### config.mk
export PLATFORM = sky130hd
export DESIGN_NAME = lru_key_value_cache
export DESIGN_NICKNAME = d
export VERILOG_FILES = /design/src/rtl/core/lkvc_pkg.sv /design/src/rtl/core/lkvc_csr.sv /design/src/rtl/core/lkvc_store.sv /design/src/rtl/core/lru_key_value_cache.sv
export SDC_FILE = /design/constraint.sdc
export NUM_CORES = 2
export LEC_CHECK = 0
export BUFFER_PORTS_ARGS = -buffer_cell sky130_fd_sc_hd__buf_2
export CAP_MARGIN = 10
export CORE_ASPECT_RATIO = 0.7
export CORE_MARGIN = 5
export CORE_UTILIZATION = 60
export CTS_BUF_LIST = sky130_fd_sc_hd__clkbuf_2 sky130_fd_sc_hd__clkbuf_4 sky130_fd_sc_hd__clkbuf_8
export CTS_CLUSTER_DIAMETER = 150
export DETAILED_ROUTE_END_ITERATION = 7
export PLACE_DENSITY = 0.77
export SYNTH_ARGS = -nofsm -noshare
export SYNTH_HDL_FRONTEND = slang
export SYNTH_SLANG_ARGS = --single-unit
### constraint.sdc
create_clock -name clock -period 8.9 [get_ports clock]
set_clock_uncertainty 0.15 [all_clocks]
set_input_delay 0.89 -clock clock [delete_from_list [all_inputs] [get_ports clock]]
set_output_delay 0.89 -clock clock [all_outputs]
set_load 0.05 [all_outputs]
### src/rtl/core/lkvc_pkg.sv
// Shared constants and transaction types for the LRU key-value cache.
`timescale 1ns / 1ps

package lkvc_pkg;

   // Store geometry.
   localparam int ENTRIES = 16;
   localparam int IDX_W   = (ENTRIES > 1) ? $clog2(ENTRIES) : 1;
   localparam int OCC_W   = $clog2(ENTRIES + 1);

   // Field widths fixed by the interface.
   localparam int KEY_W = 32;
   localparam int VAL_W = 32;
   localparam int CAP_W = 5;

   // Configuration register map.
   localparam int ADDR_W      = 3;
   localparam int DATA_W      = 32;
   localparam int REG_IDX_W   = 1;
   localparam logic [REG_IDX_W-1:0] REG_CAPACITY = 1'b0;
   localparam logic [CAP_W-1:0]     CAP_RESET    = CAP_W'(16);

   // Operation codes.
   localparam logic OP_GET = 1'b0;
   localparam logic OP_PUT = 1'b1;

   // Registered request presented to the store.
   typedef struct packed {
      logic             valid;
      logic             opcode;
      logic [KEY_W-1:0] key;
      logic [VAL_W-1:0] value;
   } lkvc_req_type;

   // Result of one transaction.
   typedef struct packed {
      logic             found;
      logic [VAL_W-1:0] read_value;
      logic             evicted;
      logic [KEY_W-1:0] evicted_key;
   } lkvc_rsp_type;

endpackage

### src/rtl/core/lkvc_csr.sv
// Configuration register block: holds the capacity register and derives the effective capacity.
`timescale 1ns / 1ps

module lkvc_csr (
   input  logic                          clock,
   input  logic                          reset,
   input  logic                          psel,
   input  logic                          penable,
   input  logic                          pwrite,
   input  logic [lkvc_pkg::ADDR_W-1:0]   paddr,
   input  logic [lkvc_pkg::DATA_W-1:0]   pwdata,
   output logic [lkvc_pkg::DATA_W-1:0]   prdata,
   output logic                          pready,
   output logic [lkvc_pkg::OCC_W-1:0]    eff_cap
);
   import lkvc_pkg::*;

   logic [CAP_W-1:0]     capacity_ff;
   logic [CAP_W-1:0]     capacity_in;
   logic [REG_IDX_W-1:0] reg_idx;
   logic                 wr_en;

   // Register index is the word address.
   assign reg_idx = paddr[ADDR_W-1:2];
   assign wr_en   = psel && penable && pwrite && pready;
   assign pready  = 1'b1;

   // Write decode; writes outside the map are dropped.
   always_comb begin
      capacity_in = capacity_ff;
      if (wr_en && (reg_idx == REG_CAPACITY)) begin
         capacity_in = pwdata[CAP_W-1:0];
      end
   end

   always_ff @(posedge clock) begin
      if (reset) begin
         capacity_ff <= CAP_RESET;
      end else begin
         capacity_ff <= capacity_in;
      end
   end

   // Read mux.
   always_comb begin
      prdata = '0;
      if (reg_idx == REG_CAPACITY) begin
         prdata = DATA_W'(capacity_ff);
      end
   end

   // Zero is treated as one; values above the store size saturate.
   always_comb begin
      if (capacity_ff == '0) begin
         eff_cap = OCC_W'(1);
      end else if (32'(capacity_ff) > ENTRIES) begin
         eff_cap = OCC_W'(ENTRIES);
      end else begin
         eff_cap = OCC_W'(capacity_ff);
      end
   end

endmodule

### src/rtl/core/lkvc_store.sv
// Fully associative entry store with parallel key match and recency rank update.
`timescale 1ns / 1ps

module lkvc_store (
   input  logic                        clock,
   input  logic                        reset,
   input  lkvc_pkg::lkvc_req_type      req,
   input  logic [lkvc_pkg::OCC_W-1:0]  eff_cap,
   output lkvc_pkg::lkvc_rsp_type      rsp
);
   import lkvc_pkg::*;

   logic [KEY_W-1:0] keys_ff   [ENTRIES];
   logic [VAL_W-1:0] values_ff [ENTRIES];
   logic [ENTRIES-1:0] valid_ff;
   logic [ENTRIES-1:0] valid_in;
   logic [IDX_W-1:0] rank_ff [ENTRIES];
   logic [IDX_W-1:0] rank_in [ENTRIES];
   logic [OCC_W-1:0] occ_ff;
   logic [OCC_W-1:0] occ_in;

   logic [ENTRIES-1:0] hit_vec;
   logic [ENTRIES-1:0] victim_vec;
   logic               hit;
   logic [IDX_W-1:0]   hit_idx;
   logic [IDX_W-1:0]   victim_idx;
   logic [IDX_W-1:0]   free_idx;
   logic [IDX_W-1:0]   ins_idx;
   logic [IDX_W-1:0]   hit_rank;
   logic [IDX_W-1:0]   lru_rank;
   logic               full;
   logic               do_touch;
   logic               do_ins;
   logic               do_write;
   logic [IDX_W-1:0]   wr_idx;

   // Parallel compare against every entry; the oldest valid entry holds rank occupancy-1.
   assign lru_rank = IDX_W'(occ_ff - 1'b1);
   always_comb begin
      for (int i = 0; i < ENTRIES; i++) begin
         hit_vec[i]    = valid_ff[i] && (keys_ff[i] == req.key);
         victim_vec[i] = valid_ff[i] && (rank_ff[i] == lru_rank);
      end
   end

   // Priority encoders: the lowest matching slot wins.
   always_comb begin
      hit_idx    = '0;
      victim_idx = '0;
      free_idx   = '0;
      for (int i = ENTRIES - 1; i >= 0; i--) begin
         if (hit_vec[i]) begin
            hit_idx = IDX_W'(i);
         end
         if (victim_vec[i]) begin
            victim_idx = IDX_W'(i);
         end
         if (!valid_ff[i]) begin
            free_idx = IDX_W'(i);
         end
      end
   end

   assign hit      = |hit_vec;
   assign hit_rank = rank_ff[hit_idx];
   assign full     = occ_ff >= eff_cap;
   assign do_touch = req.valid && hit;
   assign do_ins   = req.valid && !hit && (req.opcode == OP_PUT);
   assign ins_idx  = full ? victim_idx : free_idx;

   // Payload write port: value update on a put hit, key and value on an insert.
   assign do_write = do_ins || (do_touch && (req.opcode == OP_PUT));
   assign wr_idx   = do_ins ? ins_idx : hit_idx;

   // Next recency ranks, valid bits and occupancy.
   always_comb begin
      valid_in = valid_ff;
      occ_in   = occ_ff;
      for (int i = 0; i < ENTRIES; i++) begin
         rank_in[i] = rank_ff[i];
         if (do_touch) begin
            if (IDX_W'(i) == hit_idx) begin
               rank_in[i] = '0;
            end else if (valid_ff[i] && (rank_ff[i] < hit_rank)) begin
               rank_in[i] = rank_ff[i] + 1'b1;
            end
         end else if (do_ins) begin
            if (IDX_W'(i) == ins_idx) begin
               rank_in[i] = '0;
            end else if (valid_ff[i]) begin
               rank_in[i] = rank_ff[i] + 1'b1;
            end
         end
      end
      if (do_ins) begin
         valid_in[ins_idx] = 1'b1;
         if (!full) begin
            occ_in = occ_ff + 1'b1;
         end
      end
   end

   always_ff @(posedge clock) begin
      if (reset) begin
         valid_ff <= '0;
         occ_ff   <= '0;
         for (int i = 0; i < ENTRIES; i++) begin
            rank_ff[i] <= '0;
         end
      end else begin
         valid_ff <= valid_in;
         occ_ff   <= occ_in;
         for (int i = 0; i < ENTRIES; i++) begin
            rank_ff[i] <= rank_in[i];
         end
      end
   end

   // Entry payload storage, no reset.
   always_ff @(posedge clock) begin
      if (do_write) begin
         values_ff[wr_idx] <= req.value;
         if (do_ins) begin
            keys_ff[wr_idx] <= req.key;
         end
      end
   end

   // Transaction result.
   always_comb begin
      rsp.found       = hit;
      rsp.read_value  = '0;
      rsp.evicted     = do_ins && full;
      rsp.evicted_key = '0;
      if (hit && (req.opcode == OP_GET)) begin
         rsp.read_value = values_ff[hit_idx];
      end
      if (do_ins && full) begin
         rsp.evicted_key = keys_ff[victim_idx];
      end
   end

endmodule

### src/rtl/core/lru_key_value_cache.sv
// Top level of the LRU key-value cache: request and result registers around the store.
//
//   Channel   Direction  Handshake               Payload
//   request   in         start high, busy low    req_opcode, req_key, req_value
//   result    out        rsp_valid strobe        rsp_found, rsp_read_value,
//                                                rsp_evicted, rsp_evicted_key
//   config    in/out     APB psel/penable/pready capacity at byte address 0
//
// One transaction is accepted every cycle while busy is low; its result strobes
// once it has passed the request register and the result register around the
// combinational key match and rank update. The result lasts one cycle and the
// receiver cannot stall it. Synchronous reset empties the store and sets the
// capacity to 16; busy is high only during reset.
`timescale 1ns / 1ps

module lru_key_value_cache (
   input  logic                          clock,
   input  logic                          reset,
   input  logic                          start,
   output logic                          busy,
   input  logic                          req_opcode,
   input  logic signed [31:0]            req_key,
   input  logic signed [31:0]            req_value,
   output logic                          rsp_valid,
   output logic                          rsp_found,
   output logic signed [31:0]            rsp_read_value,
   output logic                          rsp_evicted,
   output logic signed [31:0]            rsp_evicted_key,
   input  logic                          psel,
   input  logic                          penable,
   input  logic                          pwrite,
   input  logic [lkvc_pkg::ADDR_W-1:0]   paddr,
   input  logic [lkvc_pkg::DATA_W-1:0]   pwdata,
   output logic [lkvc_pkg::DATA_W-1:0]   prdata,
   output logic                          pready
);
   import lkvc_pkg::*;

   lkvc_req_type     req_ff;
   lkvc_req_type     req_in;
   lkvc_rsp_type     store_rsp;
   lkvc_rsp_type     rsp_ff;
   logic             rsp_valid_ff;
   logic [OCC_W-1:0] eff_cap;

   assign busy = reset;

   // Request register.
   always_comb begin
      req_in.valid  = start && !busy;
      req_in.opcode = req_opcode;
      req_in.key    = req_key;
      req_in.value  = req_value;
   end

   always_ff @(posedge clock) begin
      if (reset) begin
         req_ff.valid <= 1'b0;
      end else begin
         req_ff.valid <= req_in.valid;
      end
      req_ff.opcode <= req_in.opcode;
      req_ff.key    <= req_in.key;
      req_ff.value  <= req_in.value;
   end

   lkvc_csr u_csr (
      .clock   (clock),
      .reset   (reset),
      .psel    (psel),
      .penable (penable),
      .pwrite  (pwrite),
      .paddr   (paddr),
      .pwdata  (pwdata),
      .prdata  (prdata),
      .pready  (pready),
      .eff_cap (eff_cap)
   );

   lkvc_store u_store (
      .clock   (clock),
      .reset   (reset),
      .req     (req_ff),
      .eff_cap (eff_cap),
      .rsp     (store_rsp)
   );

   // Result register.
   always_ff @(posedge clock) begin
      if (reset) begin
         rsp_valid_ff <= 1'b0;
      end else begin
         rsp_valid_ff <= req_ff.valid;
      end
      rsp_ff <= store_rsp;
   end

   assign rsp_valid       = rsp_valid_ff;
   assign rsp_found       = rsp_ff.found;
   assign rsp_read_value  = rsp_ff.read_value;
   assign rsp_evicted     = rsp_ff.evicted;
   assign rsp_evicted_key = rsp_ff.evicted_key;

`ifndef ASSERT_OFF
   // Every accepted transaction produces exactly one result, after the request and result registers.
   a_result_latency: assert property (@(posedge clock) disable iff (reset)
      (start && !busy) |=> ##1 rsp_valid)
      else $error("accepted transaction produced no result");

   // A result strobe always traces back to an accepted transaction.
   a_no_spurious: assert property (@(posedge clock) disable iff (reset)
      rsp_valid |-> $past(req_ff.valid))
      else $error("result strobe without a transaction");

   // An eviction only happens on a miss.
   a_evict_miss: assert property (@(posedge clock) disable iff (reset)
      rsp_valid |-> !(rsp_evicted && rsp_found))
      else $error("eviction reported on a hit");

   // A read value only comes from a hit.
   a_read_hit: assert property (@(posedge clock) disable iff (reset)
      (rsp_valid && (rsp_read_value != '0)) |-> rsp_found)
      else $error("read data returned on a miss");
`endif

endmodule

# --- Word-level counts from Yosys, hierarchy flattened ---
# Memories as Yosys holds them, arrays and structs flattened. A register that Yosys moved wholly into a read port is not among the register bits.
# Index checks and enable logic that the tools add are counted.
# W data, S select, Z words.
word_totals:
  regBits: 95
  latch_bits: 0
  ram_bits: 1088
  rom_bits: 0
  out_inout_bits: 101
  n_memories: 3
memory_table:
  columns: ["name", "depth", "width", "rd", "rd_ports_with_merged_regs", "write_ports", "line", "text"]
  rows:
  - ["u_store.keys_ff", 16, 32, 17, 1, 1, "lkvc_store.sv:13", "logic [KEY_W-1:0] keys_ff [ENTRIES];"]
  - ["u_store.values_ff", 16, 32, 1, 1, 1, "lkvc_store.sv:14", "logic [VAL_W-1:0] values_ff [ENTRIES];"]
  - ["u_store.rank_ff", 16, 4, 17, 0, 16, "lkvc_store.sv:17", "logic [IDX_W-1:0] rank_ff [ENTRIES];"]
op_classes:
  n_addsub: 18
  n_mul: 0
  div_mod_pow: 0
  order_cmp: 20
  n_eq_ne: 62
  shift: 0
  muxes: 175
  n_bitwise: 20
  reduce_logical: 69
ops:
  columns: ["op", "n"]
  rows:
  - ["$mux W4", 162]
  - ["$eq A32 B32 Y1", 16]
  - ["$add A4 B1 Y4 const B", 16]
  - ["$eq A4 B4 Y1", 16]
  - ["$eq A4 B4 Y1 const A", 16]
  - ["$lt A4 B4 Y1", 16]
  - ["$logic_and A1 B1 Y1", 59]
  - ["$eq A3 B4 Y1 const A", 8]
  - ["$eq A2 B4 Y1 const A", 4]
  - ["$or A1 B1 Y1", 16]
  - ["$or A16 B16 Y16", 1]
  - ["$reduce_or A16 Y1", 1]
  - ["$mux W5", 3]
  - ["$mux W1", 9]
  - ["$eq A1 B4 Y1 const A", 2]
  - ["$logic_not A4 Y1", 2]
  - ["$add A5 B1 Y5 const B", 1]
  - ["$ge A5 B5 Y1", 1]
  - ["$gt A5 B5 Y1 const B", 1]
  - ["$logic_not A5 Y1", 1]
  - ["$lt A4 B5 Y1 const B", 1]
  - ["$demux W1 S4", 1]
  - ["$ge A4 B1 Y1 const B", 1]
  - ["$logic_not A1 Y1", 4]
  - ["4 further kinds", 6]

# --- Logic depth before layout (Yosys ltp) ---
# An unclocked memory read counts as a cell.
logic_depth:
  ltp_word: 26
  mapped_depth: 27
  mapped_depth_nobuf: 23

# --- Cells and area by module ---
# From an unflattened synthesis, not the netlist that was laid out.
unflattened:
  hier_cells: 4695
  hier_area_um2: 59319.4
by_module_without_submodules:
  columns: ["module", "instances", "cells_each", "area_each_um2", "seq_area_each_um2"]
  rows:
  - ["lkvc_store", 1, 4494, 56110.1, 32451.1]
  - ["lru_key_value_cache", 1, 136, 2682.6, 2662.6]
  - ["lkvc_csr", 1, 65, 526.8, 100.1]

# --- Worst setup path before layout ---
# OpenSTA, ideal clock, no wires.
synth_timing:
  path_type: "flip-flop to flip-flop"
  start: "register req_ff[47] (netlist bit)"
  end: "memory u_store.rank_ff[0][3] (netlist bit)"
  t_arrival_ns: 5.761
  setup_slack_ns: 2.918
  path_stages_with_launch: 26
  path_buffers: 5
  synth_period_minus_slack_ns: 5.982
  cell_sequence: "dfxtp_1 -> buf_6 -> xnor2_1 -> nand2_1 -> or4_1 -> or4_4 -> a21boi_2 -> o2111a_2 -> nor2_2 -> nand2_1 -> clkbuf_1 -> clkbuf_1 -> clkbuf_1 -> nand2_1 -> nand3_1 -> o21ai_0 -> a21oi_1 -> nand2_1 -> ha_1 -> nor2b_1 -> o21ai_0 -> nand2_1 -> or3_1 -> clkbuf_1 -> or4_1 -> a21oi_1"
synth_lines:
  columns: ["item", "line", "text"]
  rows:
  - ["from (decl)", "lru_key_value_cache.sv:39", "lkvc_req_type req_ff;"]
  - ["to (decl)", "lkvc_store.sv:17", null]

==> out/qor.txt <==
========================================================================================
Proportion of layout cells with a drive suffix above 1                            0.1710
Slew HR                                                                           0.2176
Via count                                                                          43290
Worst ir drop on vdd                                                           0.1483 mV
Initial DRT Pass Iterations                                                            6
Total core area                                                                98490 um2
Inserted Clock Buffers                                                               184
Post-synthesis sequential area ratio                                              0.5884
Clock network fraction of total power                                              0.421
Run status                                                                  finished clean
Switching power share of the total                                                0.2367
# IOs                                                                                207
Post-synthesis to final-layout area growth                                        11.83%
Final-layout setup total negative slack                                             0 ns
Type of element launching the critical path                                    flip-flop
Overall overflow remaining after global route                                          0
Per-instance average area after synthesis                                      12.38 um2
Number of warnings issued by yosys                                                     0
Total half-perimeter wirelength after legalization and detailed placement      132900 um
Start-to-end type of the worst setup path                                        reg2reg
Sequential fraction of design power                                                0.541
Number of enable flip-flop cells after synthesis                                    1024
DRC violations left                                                                    0
Number of DRC violations after detailed-routing iteration 0                         6429
Flip-flop cell with the highest count after synthesis                           edfxtp_1
Part of the power in combinational logic                                           0.038
Cell Area, Synth                                                               59850 um2
Number of setup violations in the final report                                         0
Number of cells in the finished layout apart from fillers                           6566
Unrepaired setup endpoints after global routing                                       no
Flip-flop and latch count after synthesis                                           1247
Total of max-cap violations                                                            0
Via density per instance                                                           6.594
Minimum setup slack among reg-to-reg paths                                       1.35 ns
Crit-path max FO                                                                      37
Final hold viol count                                                                  0
Max-slew violation count                                                               0
Post-cts repair resize count                                                           0
Final clock period utilization by the worst path                                  0.8486
Die Span X                                                                      387.5 um
WL per Instance                                                                 29.87 um
Area share of the largest cell type after synthesis                               0.5138
Number of instances in the synthesized netlist                                      4836
Buffers on Ports                                                                     149
Time the final worst path needs with I/O delays and setup                       7.552 ns
Bufs on Longest Clock Path                                                             3
Initial Utilization                                                               0.6076
Clock net sink count                                                                1247
Overall die area                                                              106300 um2
Area leader, netlist                                                            edfxtp_1
Count of distinct cell types in the synthesized netlist                               93
Max Clock Freq                                                                0.1324 GHz
Synth area leaders                                                          edfxtp_1 51%, dfxtp_1 7.5%, xor2_1 5.0%
Power density over the cells                                                178.7 nW/um2
Initial antenna violation count                                                        4
Vias in the first global route                                                     40650
Net count, final                                                                    5258
Worst Max-Slew Pin Slew                                                         1.171 ns
Share of synthesized registers carrying an async set or reset                          0
Overall routed net length                                                      196100 um
Number of rows created at floorplan                                                   96
Vertical die dimension                                                          274.2 um
Net switching power of the design                                             0.002832 W
LEAKAGE                                                                         24.19 nW
Design internal power                                                         0.009130 W
Clock transition at path regs                                                    0.07 ns
CTS tree                                                                           built
Data arrival time of the critical path                                           8.20 ns
Wire length of the first global-routing pass                                   278500 um
Clock H-tree levels                                                                    4
Path class of the lowest-slack min-delay path                                     in2reg
All-Layer GR Usage                                                                0.3605
Remaining number of nets flagged by the antenna check after routing                    0
# placed instances                                                                  6152
Routability congestion estimate                                                    1.048
Root buffer selected by CTS                                                     clkbuf_8
Endpoint required time on the critical path                                      9.55 ns
Skew-Pair Late Insertion Delay                                                   0.94 ns
Pin count of the biggest net entering global routing                                 115
Crit. End Element                                                              flip-flop
========================================================================================
## sequential cells by signal (all words and copies together), names as in the netlist
signal	cells
rsp_found	1
rsp_read_value	32
u_store.values_ff	512
req_ff	66
u_csr.capacity_ff	5
rsp_evicted	1
u_store.valid_ff	16
rsp_evicted_key	32
u_store.keys_ff	512
rsp_valid	1
u_store.occ_ff	5
u_store.rank_ff	64
## logic make-up (layout without fill, tap and decap cells)
family	count (synthesis)	after routing	share of synthesized area
DFF	1247	1247	0.5884
other	2	30	0.0001255
adders and majority gates	71	71	0.01484
buffers and inverters	361	740	0.02877
and+or+nand+nor	1498	1498	0.1280
xor gates and xnor gates	574	574	0.09040
muxes	436	436	0.08285
AOI/OAI and AO/OA	647	647	0.06661
## final timing paths
check,to,cells past startpoint,from
max,u_store.rank_ff[5][2],23,req_ff[41]
min,u_csr.capacity_ff[0],3,pwdata[0]
max reg2reg,u_store.rank_ff[5][2],23,req_ff[41]
min reg2reg,u_store.rank_ff[1][3],1,u_store.rank_ff[1][3]
## Yosys cell counts, types with 10 or more instances
| master | count |
|---|---|
| nand2_1 | 428 |
| and2_1 | 45 |
| o21a_1 | 15 |
| o211ai_1 | 39 |
| nand4b_1 | 20 |
| a21o_1 | 11 |
| buf_1 | 33 |
| edfxtp_1 | 1024 |
| a22oi_1 | 54 |
| or4_1 | 24 |
| a31oi_1 | 24 |
| o21ai_0 | 71 |
| or3_1 | 19 |
| a21boi_0 | 10 |
| nor4b_1 | 26 |
| a211oi_1 | 11 |
| and3_1 | 116 |
| buf_6 | 12 |
| nand2b_1 | 26 |
| nor2_1 | 281 |
| xnor2_1 | 202 |
| nand3_1 | 118 |
| a21oi_1 | 313 |
| clkbuf_1 | 148 |
| xnor3_1 | 24 |
| ha_1 | 71 |
| inv_1 | 58 |
| nor4_1 | 151 |
| nand4_1 | 109 |
| buf_2 | 50 |
| mux2_2 | 155 |
| mux2i_1 | 249 |
| o32ai_1 | 12 |
| buf_4 | 57 |
| xor2_1 | 344 |
| and4_1 | 13 |
| dfxtp_1 | 223 |
| nor2b_1 | 20 |
| nor3_1 | 59 |
| mux4_2 | 32 |
## repair_timing
action,CTS,global route
hold buffers,65,0
hold endpoints to repair,65,0
buffers inserted,0,0
## layout make-up
class                      instances  area (um2)
fill                            7035       31570
inverter                          61       229.0
timing repair buffer             333        2437
tap                             1323        1655
multi-input combinational       3254       23330
antenna                            2       5.005
clock inverter                    62       535.5
sequential                      1247       35250
clock buffer                     284        3483
## cells in the final DEF, fill, tap and decap left out, drive strengths merged, types with 15 or more instances in the layout
master and n:
dlygate4sd3 65, mux4 32, or3 19, xor2 344, nand4 110, nor2 283
nand2 428, o21ai 75, nor4b 26, buf 268, ha 71, xnor2 203
nand3 118, or4 26, edfxtp 1024, nor2b 20, dfxtp 223, nand2b 26
and2 45, a21oi 313, nand4b 20, clkbuf 284, a22oi 54, and3 116
xnor3 24, o211ai 39, o21a 15, clkinv 46, a31oi 24, conb 28
mux2i 249, nor4 152, inv 71, nor3 62, mux2 155
## power groups by stage
stage	registers [W]	logic [W]	clock network [W]
floorplan	0.00650	0.000310	0
global placement	0.00658	0.000412	0
detailed placement	0.00658	0.000414	0
CTS	0.00646	0.000438	0.00506
global route	0.00646	0.000475	0.00534
finish	0.00647	0.000454	0.00504
## routing by layer
layer	up-vias	routed length, um	global-route usage
met2	3203	78000	0.4786
met4	4	4222	0.09048
met1	21280	79340	0.5319
li1	18490	-	-
met5	-	193	0
met3	312	34380	0.1701
## stage by stage
step	util	hold WS, ns	cell area (um2)	total power, W	setup slack (ns)
after global routing	0.6795	0.05988	66930	0.01228	1.287
after global placement	0.6318	0.3247	62230	0.006990	1.898
final	0.6795	0.06801	66930	0.01196	1.348
after floorplan	-	0.2992	59950	0.006811	2.918
after detailed placement	0.6318	0.3432	62230	0.006995	1.811
after CTS	0.6792	0.0002132	66900	0.01195	1.752
## worst max-delay path: stages, from the launching register on
cell and delay [ns]:
dfxtp_2 0.97, xor2_1 0.19, nor4_1 0.32, nand4_1 0.15
nor4_1 0.66, a211oi_1 0.33, o2111a_2 0.40, nor2_4 0.46
nand2_4 0.46, nand2_1 0.18, nand2_1 0.09, o21ai_0 0.16
nand2_1 0.08, o21ai_0 0.13, a221o_1 0.66, buf_4 0.31
ha_1 0.25, o21a_1 0.18, o21ai_0 0.14, nor2_1 0.05
a21boi_0 0.12, o21ai_1 0.44, o21ai_0 0.18, a32o_1 0.28
No activity file was read; power rests on OpenSTA's default activity.
